`src/sv/tcce_pkg.sv`:
```
// ----------------------------------------------------------------------------
// Text console cursor engine package
// Shared types, codes and constants for the console cursor engine.
// ----------------------------------------------------------------------------
package tcce_pkg;

   // Tab stop spacing and the width of the column phase counter.
   localparam int TAB_STOP = 8;
   localparam int PHASE_W  = (TAB_STOP > 2) ? $clog2(TAB_STOP) : 1;

   // Register reset values.
   localparam logic [7:0] COLUMNS_RESET  = 8'd80;
   localparam logic [5:0] LAST_ROW_RESET = 6'd24;

   // Character codes with a special meaning.
   localparam logic [7:0]  NEWLINE = 8'h0a;
   localparam logic [15:0] BLANK   = 16'h0020;

   // Configuration address width: two word registers.
   localparam int CSR_ADDR_W = 3;

   // Result operation codes.
   typedef enum logic [1:0] {
      OP_SINGLE = 2'd0,
      OP_DOUBLE = 2'd1,
      OP_SCROLL = 2'd2,
      OP_CURSOR = 2'd3
   } op_type;

   // Register indexes.
   typedef enum logic {
      REG_COLUMNS  = 1'b0,
      REG_LAST_ROW = 1'b1
   } reg_index_type;

   // What the output register is loaded with.
   typedef enum logic [1:0] {
      SEL_BLANK  = 2'd0,
      SEL_CELL   = 2'd1,
      SEL_SCROLL = 2'd2,
      SEL_CURSOR = 2'd3
   } emit_sel_type;

   // Commands from the controller to the datapath.
   typedef struct packed {
      logic         load_item;
      logic         emit;
      emit_sel_type sel;
      logic         last;
      logic         set_lead;
      logic         nl_move;
      logic         cell_move;
      logic         tab_move;
   } dp_cmd_type;

   // Status from the datapath to the controller.
   typedef struct packed {
      logic is_tab;
      logic has_lead;
      logic top_bit;
      logic is_newline;
      logic tab_more;
      logic tab_next_more;
      logic nl_scroll;
      logic wrap_scroll;
      logic out_free;
   } dp_status_type;

endpackage

```
`src/sv/tcce_csr.sv`:
```
// ----------------------------------------------------------------------------
// Console cursor engine registers
// Bus-style register port holding the column count and the bottom row index.
// ----------------------------------------------------------------------------
module tcce_csr (
   input  logic                            clock,
   input  logic                            reset,
   input  logic                            csr_psel,
   input  logic                            csr_penable,
   input  logic                            csr_pwrite,
   input  logic [tcce_pkg::CSR_ADDR_W-1:0] csr_paddr,
   input  logic [31:0]                     csr_pwdata,
   output logic [31:0]                     csr_prdata,
   output logic                            csr_pready,
   output logic [7:0]                      columns,
   output logic [5:0]                      last_row
);

   logic [7:0]              columns_ff, columns_in;
   logic [5:0]              last_row_ff, last_row_in;
   logic                    write_en;
   tcce_pkg::reg_index_type index;

   assign csr_pready = 1'b1;
   assign write_en   = csr_psel & csr_penable & csr_pwrite;
   assign index      = tcce_pkg::reg_index_type'(csr_paddr[2]);

   // Register write decode.
   always_comb begin
      columns_in  = columns_ff;
      last_row_in = last_row_ff;
      if (write_en) begin
         unique case (index)
            tcce_pkg::REG_COLUMNS:  columns_in  = csr_pwdata[7:0];
            tcce_pkg::REG_LAST_ROW: last_row_in = csr_pwdata[5:0];
            default:                columns_in  = columns_ff;
         endcase
      end
   end

   // Read decode.
   always_comb begin
      unique case (index)
         tcce_pkg::REG_COLUMNS:  csr_prdata = {24'd0, columns_ff};
         tcce_pkg::REG_LAST_ROW: csr_prdata = {26'd0, last_row_ff};
         default:                csr_prdata = 32'd0;
      endcase
   end

   always_ff @(posedge clock) begin
      if (reset) begin
         columns_ff  <= tcce_pkg::COLUMNS_RESET;
         last_row_ff <= tcce_pkg::LAST_ROW_RESET;
      end else begin
         columns_ff  <= columns_in;
         last_row_ff <= last_row_in;
      end
   end

   assign columns  = columns_ff;
   assign last_row = last_row_ff;

endmodule

```
`src/sv/tcce_ctrl.sv`:
```
// ----------------------------------------------------------------------------
// Console cursor engine controller
// Sequences one item at a time and issues one result per step.
// ----------------------------------------------------------------------------
module tcce_ctrl (
   input  logic                    clock,
   input  logic                    reset,
   input  logic                    req_tvalid,
   output logic                    req_tready,
   input  tcce_pkg::dp_status_type status,
   output tcce_pkg::dp_cmd_type    cmd
);

   typedef enum logic [5:0] {
      ST_IDLE   = 6'b000001,
      ST_DECODE = 6'b000010,
      ST_TAB    = 6'b000100,
      ST_CELL   = 6'b001000,
      ST_SCROLL = 6'b010000,
      ST_CURSOR = 6'b100000
   } state_type;

   state_type state_ff, state_in;

   assign req_tready = (state_ff == ST_IDLE);

   // Next state and datapath commands.
   always_comb begin
      state_in = state_ff;
      cmd      = '0;
      cmd.sel  = tcce_pkg::SEL_BLANK;
      unique case (state_ff)
         ST_IDLE: begin
            if (req_tvalid) begin
               cmd.load_item = 1'b1;
               state_in      = ST_DECODE;
            end
         end
         ST_DECODE: begin
            if (status.is_tab) begin
               state_in = status.tab_more ? ST_TAB : ST_IDLE;
            end else if (status.has_lead) begin
               state_in = ST_CELL;
            end else if (status.top_bit) begin
               cmd.set_lead = 1'b1;
               state_in     = ST_IDLE;
            end else if (status.is_newline) begin
               cmd.nl_move = 1'b1;
               state_in    = status.nl_scroll ? ST_SCROLL : ST_CURSOR;
            end else begin
               state_in = ST_CELL;
            end
         end
         ST_TAB: begin
            if (status.out_free) begin
               cmd.emit     = 1'b1;
               cmd.sel      = tcce_pkg::SEL_BLANK;
               cmd.last     = !status.tab_next_more;
               cmd.tab_move = 1'b1;
               if (!status.tab_next_more) begin
                  state_in = ST_IDLE;
               end
            end
         end
         ST_CELL: begin
            if (status.out_free) begin
               cmd.emit      = 1'b1;
               cmd.sel       = tcce_pkg::SEL_CELL;
               cmd.cell_move = 1'b1;
               state_in      = status.wrap_scroll ? ST_SCROLL : ST_CURSOR;
            end
         end
         ST_SCROLL: begin
            if (status.out_free) begin
               cmd.emit = 1'b1;
               cmd.sel  = tcce_pkg::SEL_SCROLL;
               state_in = ST_CURSOR;
            end
         end
         ST_CURSOR: begin
            if (status.out_free) begin
               cmd.emit = 1'b1;
               cmd.sel  = tcce_pkg::SEL_CURSOR;
               cmd.last = 1'b1;
               state_in = ST_IDLE;
            end
         end
         default: begin
            state_in = ST_IDLE;
         end
      endcase
   end

   always_ff @(posedge clock) begin
      if (reset) begin
         state_ff <= ST_IDLE;
      end else begin
         state_ff <= state_in;
      end
   end

endmodule

```
`src/sv/tcce_dpath.sv`:
```
// ----------------------------------------------------------------------------
// Console cursor engine datapath
// Cursor, lead byte and tab phase registers, plus the result output register.
// ----------------------------------------------------------------------------
module tcce_dpath (
   input  logic                    clock,
   input  logic                    reset,
   input  logic                    req_tuser,
   input  logic [7:0]              req_tdata,
   output logic                    rsp_tvalid,
   input  logic                    rsp_tready,
   output logic [31:0]             rsp_tdata,
   output logic [1:0]              rsp_tuser,
   output logic                    rsp_tlast,
   input  logic [7:0]              columns,
   input  logic [5:0]              last_row,
   input  tcce_pkg::dp_cmd_type    cmd,
   output tcce_pkg::dp_status_type status
);

   localparam int PW = tcce_pkg::PHASE_W;
   localparam logic [PW-1:0] TAB_LAST = PW'(tcce_pkg::TAB_STOP - 1);
   localparam logic [PW:0]   TAB_WRAP = (PW + 1)'(tcce_pkg::TAB_STOP);

   // Cursor state and the latched item.
   logic [7:0]    x_ff, x_in;
   logic [5:0]    y_ff, y_in;
   logic [7:0]    lead_ff, lead_in;
   logic [PW-1:0] phase_ff, phase_in;
   logic          kind_ff, kind_in;
   logic [7:0]    byte_ff, byte_in;

   // Output register.
   logic          out_valid_ff, out_valid_in;
   logic [1:0]    out_op_ff, out_op_in;
   logic [7:0]    out_col_ff, out_col_in;
   logic [5:0]    out_row_ff, out_row_in;
   logic [15:0]   out_code_ff, out_code_in;
   logic          out_last_ff, out_last_in;

   logic          has_lead;
   logic [8:0]    x_adv;
   logic [8:0]    x_inc;
   logic [6:0]    y_inc;
   logic          wrap;
   logic [PW:0]   phase_sum;
   logic [PW-1:0] phase_adv;
   logic [PW-1:0] phase_inc;

   // Cursor arithmetic: a double cell advances two columns, a single one.
   always_comb begin
      has_lead  = (lead_ff != 8'd0);
      x_adv     = {1'b0, x_ff} + (has_lead ? 9'd2 : 9'd1);
      x_inc     = {1'b0, x_ff} + 9'd1;
      y_inc     = {1'b0, y_ff} + 7'd1;
      wrap      = (x_adv >= {1'b0, columns});
      phase_sum = {1'b0, phase_ff} + (has_lead ? (PW + 1)'(2) : (PW + 1)'(1));
      if (phase_sum >= TAB_WRAP) begin
         phase_adv = PW'(phase_sum - TAB_WRAP);
      end else begin
         phase_adv = phase_sum[PW-1:0];
      end
      phase_inc = phase_ff + PW'(1);
   end

   // Status toward the controller.
   always_comb begin
      status.is_tab        = kind_ff;
      status.has_lead      = has_lead;
      status.top_bit       = byte_ff[7];
      status.is_newline    = (byte_ff == tcce_pkg::NEWLINE);
      status.tab_more      = (x_ff < columns) && (phase_ff != TAB_LAST);
      status.tab_next_more = (x_inc < {1'b0, columns}) && (phase_inc != TAB_LAST);
      status.nl_scroll     = (y_ff >= last_row);
      status.wrap_scroll   = wrap && (y_inc > {1'b0, last_row});
      status.out_free      = !out_valid_ff || rsp_tready;
   end

   // Cursor, lead and item register updates.
   always_comb begin
      x_in     = x_ff;
      y_in     = y_ff;
      lead_in  = lead_ff;
      phase_in = phase_ff;
      kind_in  = kind_ff;
      byte_in  = byte_ff;
      if (cmd.load_item) begin
         kind_in = req_tuser;
         byte_in = req_tdata;
      end
      if (cmd.set_lead) begin
         lead_in = byte_ff;
      end
      if (cmd.tab_move) begin
         x_in     = x_inc[7:0];
         phase_in = phase_inc;
      end
      if (cmd.nl_move) begin
         x_in     = 8'd0;
         phase_in = '0;
         if (!status.nl_scroll) begin
            y_in = y_inc[5:0];
         end
      end
      if (cmd.cell_move) begin
         lead_in = 8'd0;
         if (wrap) begin
            x_in     = 8'd0;
            phase_in = '0;
            y_in     = status.wrap_scroll ? last_row : y_inc[5:0];
         end else begin
            x_in     = x_adv[7:0];
            phase_in = phase_adv;
         end
      end
   end

   // Output register load; the fields come from the state before the update.
   always_comb begin
      out_valid_in = out_valid_ff && !rsp_tready;
      out_op_in    = out_op_ff;
      out_col_in   = out_col_ff;
      out_row_in   = out_row_ff;
      out_code_in  = out_code_ff;
      out_last_in  = out_last_ff;
      if (cmd.emit) begin
         out_valid_in = 1'b1;
         out_last_in  = cmd.last;
         unique case (cmd.sel)
            tcce_pkg::SEL_BLANK: begin
               out_op_in   = tcce_pkg::OP_SINGLE;
               out_col_in  = x_ff;
               out_row_in  = y_ff;
               out_code_in = tcce_pkg::BLANK;
            end
            tcce_pkg::SEL_CELL: begin
               out_op_in   = has_lead ? tcce_pkg::OP_DOUBLE : tcce_pkg::OP_SINGLE;
               out_col_in  = x_ff;
               out_row_in  = y_ff;
               out_code_in = has_lead ? {lead_ff, byte_ff} : {8'd0, byte_ff};
            end
            tcce_pkg::SEL_SCROLL: begin
               out_op_in   = tcce_pkg::OP_SCROLL;
               out_col_in  = 8'd0;
               out_row_in  = 6'd0;
               out_code_in = 16'd0;
            end
            tcce_pkg::SEL_CURSOR: begin
               out_op_in   = tcce_pkg::OP_CURSOR;
               out_col_in  = x_ff;
               out_row_in  = y_ff;
               out_code_in = 16'd0;
            end
            default: begin
               out_op_in = tcce_pkg::OP_SINGLE;
            end
         endcase
      end
   end

   // Control state with reset.
   always_ff @(posedge clock) begin
      if (reset) begin
         x_ff         <= 8'd0;
         y_ff         <= 6'd0;
         lead_ff      <= 8'd0;
         phase_ff     <= '0;
         out_valid_ff <= 1'b0;
      end else begin
         x_ff         <= x_in;
         y_ff         <= y_in;
         lead_ff      <= lead_in;
         phase_ff     <= phase_in;
         out_valid_ff <= out_valid_in;
      end
   end

   // Payload registers.
   always_ff @(posedge clock) begin
      kind_ff     <= kind_in;
      byte_ff     <= byte_in;
      out_op_ff   <= out_op_in;
      out_col_ff  <= out_col_in;
      out_row_ff  <= out_row_in;
      out_code_ff <= out_code_in;
      out_last_ff <= out_last_in;
   end

   assign rsp_tvalid = out_valid_ff;
   assign rsp_tuser  = out_op_ff;
   assign rsp_tlast  = out_last_ff;
   assign rsp_tdata  = {2'b00, out_code_ff, out_row_ff, out_col_ff};

endmodule

```
`src/sv/text_console_cursor_engine_top.sv`:
```
// ----------------------------------------------------------------------------
// Text console cursor engine
// Turns console bytes and tab requests into cell writes, scrolls and cursor
// updates while tracking the cursor position and a pending double-byte lead.
// ----------------------------------------------------------------------------
//
//   Channel   Direction  Handshake          Content
//   req_*     in         tvalid/tready      tuser: kind; tdata: char_byte
//   rsp_*     out        tvalid/tready      tuser: op; tdata: col,row,code;
//                                           tlast: last
//   csr_*     in         psel/penable       columns (0x0), last_row (0x4)
//
// One item is worked at a time: it is taken while idle, then decoded, and each
// result is issued from a state of its own. A printed cell gives a cell write
// and a cursor update (a scroll between when it scrolls), a lead byte or an
// empty tab nothing, and a tab one blank per column (up to TAB_STOP - 1).
// Reset is synchronous and puts the cursor at the top left with no lead.
// A result waits in the output register while rsp_tready is low; the
// controller holds until it is taken, and a new item is accepted while the
// final result of the previous one still waits.
//
module text_console_cursor_engine_top (
   input  logic                            clock,
   input  logic                            reset,
   // Input items.
   input  logic                            req_tvalid,
   output logic                            req_tready,
   input  logic [7:0]                      req_tdata,   // [7:0] char_byte
   input  logic                            req_tuser,   // [0] kind
   // Result items.
   output logic                            rsp_tvalid,
   input  logic                            rsp_tready,
   output logic [31:0]                     rsp_tdata,   // [7:0] col, [13:8] row,
                                                        // [29:14] code, [31:30] zero
   output logic [1:0]                      rsp_tuser,   // [1:0] op
   output logic                            rsp_tlast,
   // Register port.
   input  logic                            csr_psel,
   input  logic                            csr_penable,
   input  logic                            csr_pwrite,
   input  logic [tcce_pkg::CSR_ADDR_W-1:0] csr_paddr,
   input  logic [31:0]                     csr_pwdata,
   output logic [31:0]                     csr_prdata,
   output logic                            csr_pready
);

   logic [7:0]              columns;
   logic [5:0]              last_row;
   tcce_pkg::dp_cmd_type    cmd;
   tcce_pkg::dp_status_type status;

   tcce_csr u_csr (
      .clock       (clock),
      .reset       (reset),
      .csr_psel    (csr_psel),
      .csr_penable (csr_penable),
      .csr_pwrite  (csr_pwrite),
      .csr_paddr   (csr_paddr),
      .csr_pwdata  (csr_pwdata),
      .csr_prdata  (csr_prdata),
      .csr_pready  (csr_pready),
      .columns     (columns),
      .last_row    (last_row)
   );

   tcce_ctrl u_ctrl (
      .clock      (clock),
      .reset      (reset),
      .req_tvalid (req_tvalid),
      .req_tready (req_tready),
      .status     (status),
      .cmd        (cmd)
   );

   tcce_dpath u_dpath (
      .clock      (clock),
      .reset      (reset),
      .req_tuser  (req_tuser),
      .req_tdata  (req_tdata),
      .rsp_tvalid (rsp_tvalid),
      .rsp_tready (rsp_tready),
      .rsp_tdata  (rsp_tdata),
      .rsp_tuser  (rsp_tuser),
      .rsp_tlast  (rsp_tlast),
      .columns    (columns),
      .last_row   (last_row),
      .cmd        (cmd),
      .status     (status)
   );

   // A result is only loaded when the output register is free or being drained.
   assert property (@(posedge clock) disable iff (reset)
      cmd.emit |-> (!rsp_tvalid || rsp_tready))
      else $error("result loaded over a pending result");

   // Nothing is emitted while the engine waits for an item.
   assert property (@(posedge clock) disable iff (reset)
      req_tready |-> !cmd.emit)
      else $error("result emitted while idle");

   // A cursor update always closes the results of its item.
   assert property (@(posedge clock) disable iff (reset)
      (rsp_tvalid && rsp_tuser == tcce_pkg::OP_CURSOR) |-> rsp_tlast)
      else $error("cursor update without last");

   // A scroll is always followed by a cursor update.
   assert property (@(posedge clock) disable iff (reset)
      (rsp_tvalid && rsp_tuser == tcce_pkg::OP_SCROLL) |-> !rsp_tlast)
      else $error("scroll marked as last");

endmodule
```
`config.mk`:
```
export PLATFORM = sky130hd
export DESIGN_NAME = text_console_cursor_engine_top
export DESIGN_NICKNAME = d
export VERILOG_FILES = /design/src/sv/tcce_pkg.sv /design/src/sv/tcce_csr.sv /design/src/sv/tcce_ctrl.sv /design/src/sv/tcce_dpath.sv /design/src/sv/text_console_cursor_engine_top.sv
export SDC_FILE = /design/constraint.sdc
export NUM_CORES = 1
export LEC_CHECK = 0
export BUFFER_PORTS_ARGS = -buffer_cell sky130_fd_sc_hd__buf_2
export CAP_MARGIN = 0
export CORE_UTILIZATION = 50
export CTS_CLUSTER_SIZE = 10
export DETAILED_ROUTE_END_ITERATION = 12
export PLACE_DENSITY = 0.73
export RECOVER_POWER = 100
export SLEW_MARGIN = 20
export SYNTH_ARGS = -nofsm -noshare
export SYNTH_HDL_FRONTEND = slang
export SYNTH_HIERARCHICAL = 1
export SYNTH_SLANG_ARGS = --single-unit
```
`constraint.sdc`:
```
create_clock -name clock -period 3.6 [get_ports clock]
set_input_delay 0.36 -clock clock [delete_from_list [all_inputs] [get_ports clock]]
set_output_delay 0.36 -clock clock [all_outputs]
set_load 0.01 [all_outputs]
```
After elaboration in Yosys (flattened, before gate mapping)
Index checks and enable logic that the tools add are counted.
{"block": "totals", "output_inout_bits": 70, "inputBits": 51, "reg_bits": 88, "n_memories": 0, "latch_bits": 0, "mem_bits_rw": 0, "rom_bits": 0}
{"block": "classes", "n_bitwise": 3, "shifts": 0, "mux": 55, "magnitude_cmp": 6, "eq_ne": 18, "n_reduce_logical": 17, "div_mod_pow": 0, "multipliers": 0, "addsub": 6}
{"operator": "$mux 6", "count": 17}
{"operator": "$pmux 32 s2", "count": 1}
{"operator": "$pmux 16 s3", "count": 1}
{"operator": "$pmux 6 s6", "count": 1}
{"operator": "$mux 8", "count": 4}
{"operator": "$mux 3", "count": 8}
{"operator": "$mux 16", "count": 1}
{"operator": "$pmux 8 s2", "count": 1}
{"operator": "$ne 2x2->1 const B", "count": 6}
{"operator": "$pmux 3 s4", "count": 1}
{"operator": "$pmux 6 s2", "count": 1}
{"operator": "$mux 1", "count": 10}
{"operator": "$mux 2", "count": 5}
{"operator": "$add 8x1->9 const B", "count": 1}
{"operator": "$add 8x9->9", "count": 1}
{"operator": "$ge 9x8->1", "count": 1}
{"operator": "$lt 9x8->1", "count": 1}
{"operator": "$eq 8x4->1 const B", "count": 1}
{"operator": "$lt 8x8->1", "count": 1}
{"operator": "$mux 4", "count": 2}
{"operator": "$pmux 2 s4", "count": 1}
{"operator": "$reduce_bool 8->1", "count": 1}
{"operator": "$add 6x1->7 const B", "count": 1}
{"operator": "$gt 7x6->1", "count": 1}
{"operator": "26 further kinds", "count": 36}

Logic depth before layout (Yosys ltp)
{"block": "logic_depth", "word_depth": 9, "mapped_depth": 18}

Hierarchy
Netlist, hierarchy kept.
{"mod": "tcce_dpath", "area_per_inst_um2": 3995.1, "seq_area_each_um2": 1781.7, "cells_per_inst": 386, "instances": 1}
{"mod": "tcce_csr", "area_per_inst_um2": 912.1, "seq_area_each_um2": 280.3, "cells_per_inst": 95, "instances": 1}
{"mod": "tcce_ctrl", "area_per_inst_um2": 591.8, "seq_area_each_um2": 120.1, "cells_per_inst": 76, "instances": 1}

Worst setup path after synthesis
OpenSTA, ideal clock, no wires.
{"block": "synth_path", "path_type": "reg-to-reg", "start": "reg u_ctrl.state_ff[3]", "end": "reg u_dpath.out_code_ff[10], data pin", "arrival_ps": 3435, "path_stages_with_launch": 8, "t_required_ps": 3469, "path_buffers": 2, "setup_slack_ps": 33, "path_cell_list": "dfxtp_1 > clkbuf_1 > o211ai_1 > a21oi_1 > a21boi_0 > nor2b_1 > clkbuf_1 > and2_1"}
{"element": "start: declaration", "line_no": "tcce_ctrl.sv:23", "source": "state_type state_ff, state_in;"}
{"element": "start signal: assignment", "line_no": "tcce_ctrl.sv:98", "source": "state_ff <= state_in;"}
{"element": "end signal: assignment", "line_no": "tcce_dpath.sv:185", "source": "out_code_ff <= out_code_in;"}
{"element": "end: declaration", "line_no": "tcce_dpath.sv:38", "source": "logic [15:0] out_code_ff, out_code_in;"}

==> results.cfg <==
[status]
outcome = completed

[floorplanning]
fp.dieArea_sq_um = 11420
rows = 37
die_w_um = 106.9
initial_core_util_pct = 52.33
ioPinCount = 121
die_h_um = 106.9
core_area_sq_um = 10510

[power]
power_switching_mw = 0.5831
ir_drop_uv = 204.8
p_total_mw = 2.037
leakagePower_nw = 2.699
power_per_cell_area_nw_per_um2 = 331.4
p_sw_share_pct = 28.62
pwr-share-clk_pct = 33.1
pwr-share-comb_pct = 12.3
intPower_mw = 1.454
pwr-share-seq_pct = 54.6

[place]
gp_congestion = 0.8638
dpl_worst_slack_ns = -0.01202
dp_cells = 741
hpwl_um = 8380
placed_cell_area_sq_um = 5799
io_buffer_count = 67

[detailed_routing]
drt-vias-per-instance = 5.367
vias = 4106
wirelength_um = 11390
drt-pass1-iter-count = 4
wl_per_cell_um = 14.89
ant_nets = 0
drc_errors = 0
drt_iter0_markers = 148

[logic_synthesis]
synth_edf_count = 42
synth-async-reset-ratio_pct = 0
seq_area_frac_synth_pct = 39.68
yosys_warnings = 6
synth_seq_cells = 88
yosysTopAreaCellShare_pct = 22.94
synth_area_sq_um = 5499
syn_inst = 557
synth_area_leaders = edfxtp_1 (23%), dfxtp_1 (17%), ha_1 (9.6%), mux2i_1 (5.3%), buf_4 (4.5%)
synth_area_per_cell_sq_um = 9.873
synth_cell_types = 66
yosysTopAreaCell = edfxtp_1
synth_ff_type = dfxtp_1

[critical_path]
required_ns = 3.88
startpoint = u_dpath/lead_ff[2]
arrival_ns = 3.79
critical_path_class = flop to flop
cp-start-kind = flop
cp_max_fo = 6
endpoint_kind = flop
rr_startpoint = u_dpath/lead_ff[2]

[cts]
cts_buffers = 9
ctsHtreeMaxLevel = 3
ctsHoldBuffers = 0
cts-root-buf = clkbuf_8
cts_tree = yes
clock_sinks = 88
insertion_delay_ns = 0.37
clkSlewWorstSetupHoldPaths_ns = 0.10
cts_buffer_depth = 2

[grt]
grt_max_degree = 47
overflow = 0
gr-usage-all-layers_pct = 20.61
grt_pass1_wl_um = 18510
grt_pass1_vias = 3905
antenna_found_initial = 0

[worst_hold_path]
hp-start = req_tdata[3]
hold_class = primary input to flop

[cells_and_area]
final_area_sq_um = 6147
layoutNonFillerInstCount = 765
antenna_cells = 0
utilization_pct = 58.50
drive_above_1_share_pct = 22.73
num-nets-final = 719
syn_to_final_growth_pct = 11.79

[sta]
finalCritPeriodShare_pct = 97.49
fmax_mhz = 284.9
finalWorstSetupSlack_ns = 0.09047
rsz0062_at_grt = true
period_needed_ns = 3.510
finalHoldViolCount = 0
slew_violations = 0
setup_viol = 0
skew_ns = 0.01426
tightest_slew_ns = 0.7705
fin_tns_setup_ns = 0
relSlewSlack_pct = 47.91
whs_ns = 0.1539

[job]
cap_viol_max_count = 0
[layer usage]
metal  GRT usage [%]  part of all wire (%)  vias to the layer above
met5               0                     0                        -
met4           7.143                   2.0                        0
met3           4.377                   4.3                       22
met2           34.61                    49                      105
met1           26.21                    44                     1941
li1                -                     -                     2038
[flip-flops by register name (all words and copies together) (netlist names), 8 cells and up]
| signal | cells |
|---|---|
| u_dpath/out_code_ff | 16 |
| u_csr/columns | 8 |
| u_dpath/byte_ff | 8 |
| u_dpath/lead_ff | 8 |
| u_dpath/out_col_ff | 8 |
| u_dpath/x_ff | 8 |
[path summary, 6_finish.rpt]
kind / endpoint / slack, ns / cells after the start
max: u_dpath/phase_ff[2] / 0.09 / 16
min: u_dpath/byte_ff[3] / 0.15 / 1
max reg2reg: u_dpath/phase_ff[2] / 0.09 / 16
min reg2reg: u_csr/columns[7] / 0.49 / 2
[area by class of cell]
cell class	count	area (sq um)
clock buffers	9	123.9
clock inverters	7	67.56
fillers	907	4362
inverters	37	138.9
multi-input cells	404	2998
flip-flops and latches	88	2186
well taps	136	170.2
repair buffers	84	462.9
[placed cells by master (no fill, tap or decap), types with 5 or more instances in the layout]
master | netlist | routed
dfxtp_1 | 46 | 43
mux2_2 | 6 | 6
mux2i_1 | 29 | 29
inv_1 | 37 | 35
clkbuf_8 | 0 | 9
o22ai_1 | 6 | 6
nand2_1 | 15 | 15
xnor2_1 | 10 | 10
conb_1 | 3 | 27
and2_1 | 30 | 30
buf_2 | 1 | 67
xor2_1 | 12 | 12
buf_4 | 33 | 17
edfxtp_1 | 42 | 42
nor3_1 | 14 | 14
o21ai_0 | 17 | 14
ha_1 | 42 | 40
a211oi_1 | 9 | 6
a21oi_1 | 21 | 18
nand2b_1 | 26 | 26
nor2_1 | 50 | 47
nor2b_1 | 9 | 8
nand3_1 | 8 | 8
a2bb2oi_1 | 5 | 5
[worst max-delay path, cell delays in order, from the launching register on]
cell and delay (ns):
dfxtp_2 0.35, nor4_4 0.26, nand2_1 0.13, inv_2 0.12
ha_4 0.15, inv_2 0.04, fa_2 0.34, nand3b_1 0.22
nor2_2 0.15, xor2_1 0.22, ha_2 0.33, o21ai_2 0.13
o221ai_2 0.13, a211oi_2 0.29, buf_4 0.22, o21ai_0 0.10
a211oi_1 0.23
[power by group through the flow]
stage	Combinational, mW	Sequential, mW	Clock, mW
2_1_floorplan	0.197	1.12	0
3_3_place_gp	0.232	1.13	0
3_5_place_dp	0.241	1.13	0
4_1_cts	0.241	1.11	0.693
5_1_grt	0.279	1.12	0.739
6_report	0.252	1.11	0.674
[Yosys cell counts (all sizes together) (4+ instances only)]
library cell,instances
and2,31
buf,41
nand2,15
nand3,8
a2bb2oi,5
or2,4
edfxtp,42
o21ai,17
nor3,14
o22ai,6
a21oi,22
xor2,12
nand2b,26
nor3b,5
nor2b,9
inv,37
nor2,50
mux2,8
nand4,4
nor4,4
ha,42
clkbuf,11
or4,4
dfxtp,46
a211oi,9
xnor2,10
mux2i,29
[what timing repair did]
item | CTS | global route
gates cloned | 0 | 1
setup endpoints to repair | 7 | 19
pin swaps | 0 | 14
resized for setup | 0 | 31
setup buffers | 2 | 5
[cells by family after synthesis]
family	count (synthesis)	share of synthesized area, %
fa+ha+maj	44	10.28
flops	88	39.68
other cells	3	0.2048
simple gates	192	19.75
buf+inv	89	9.329
xor+xnor	22	3.504
compound gates	82	10.33
mux	37	6.917
Note: power is estimated with default switching activity, not from simulation.
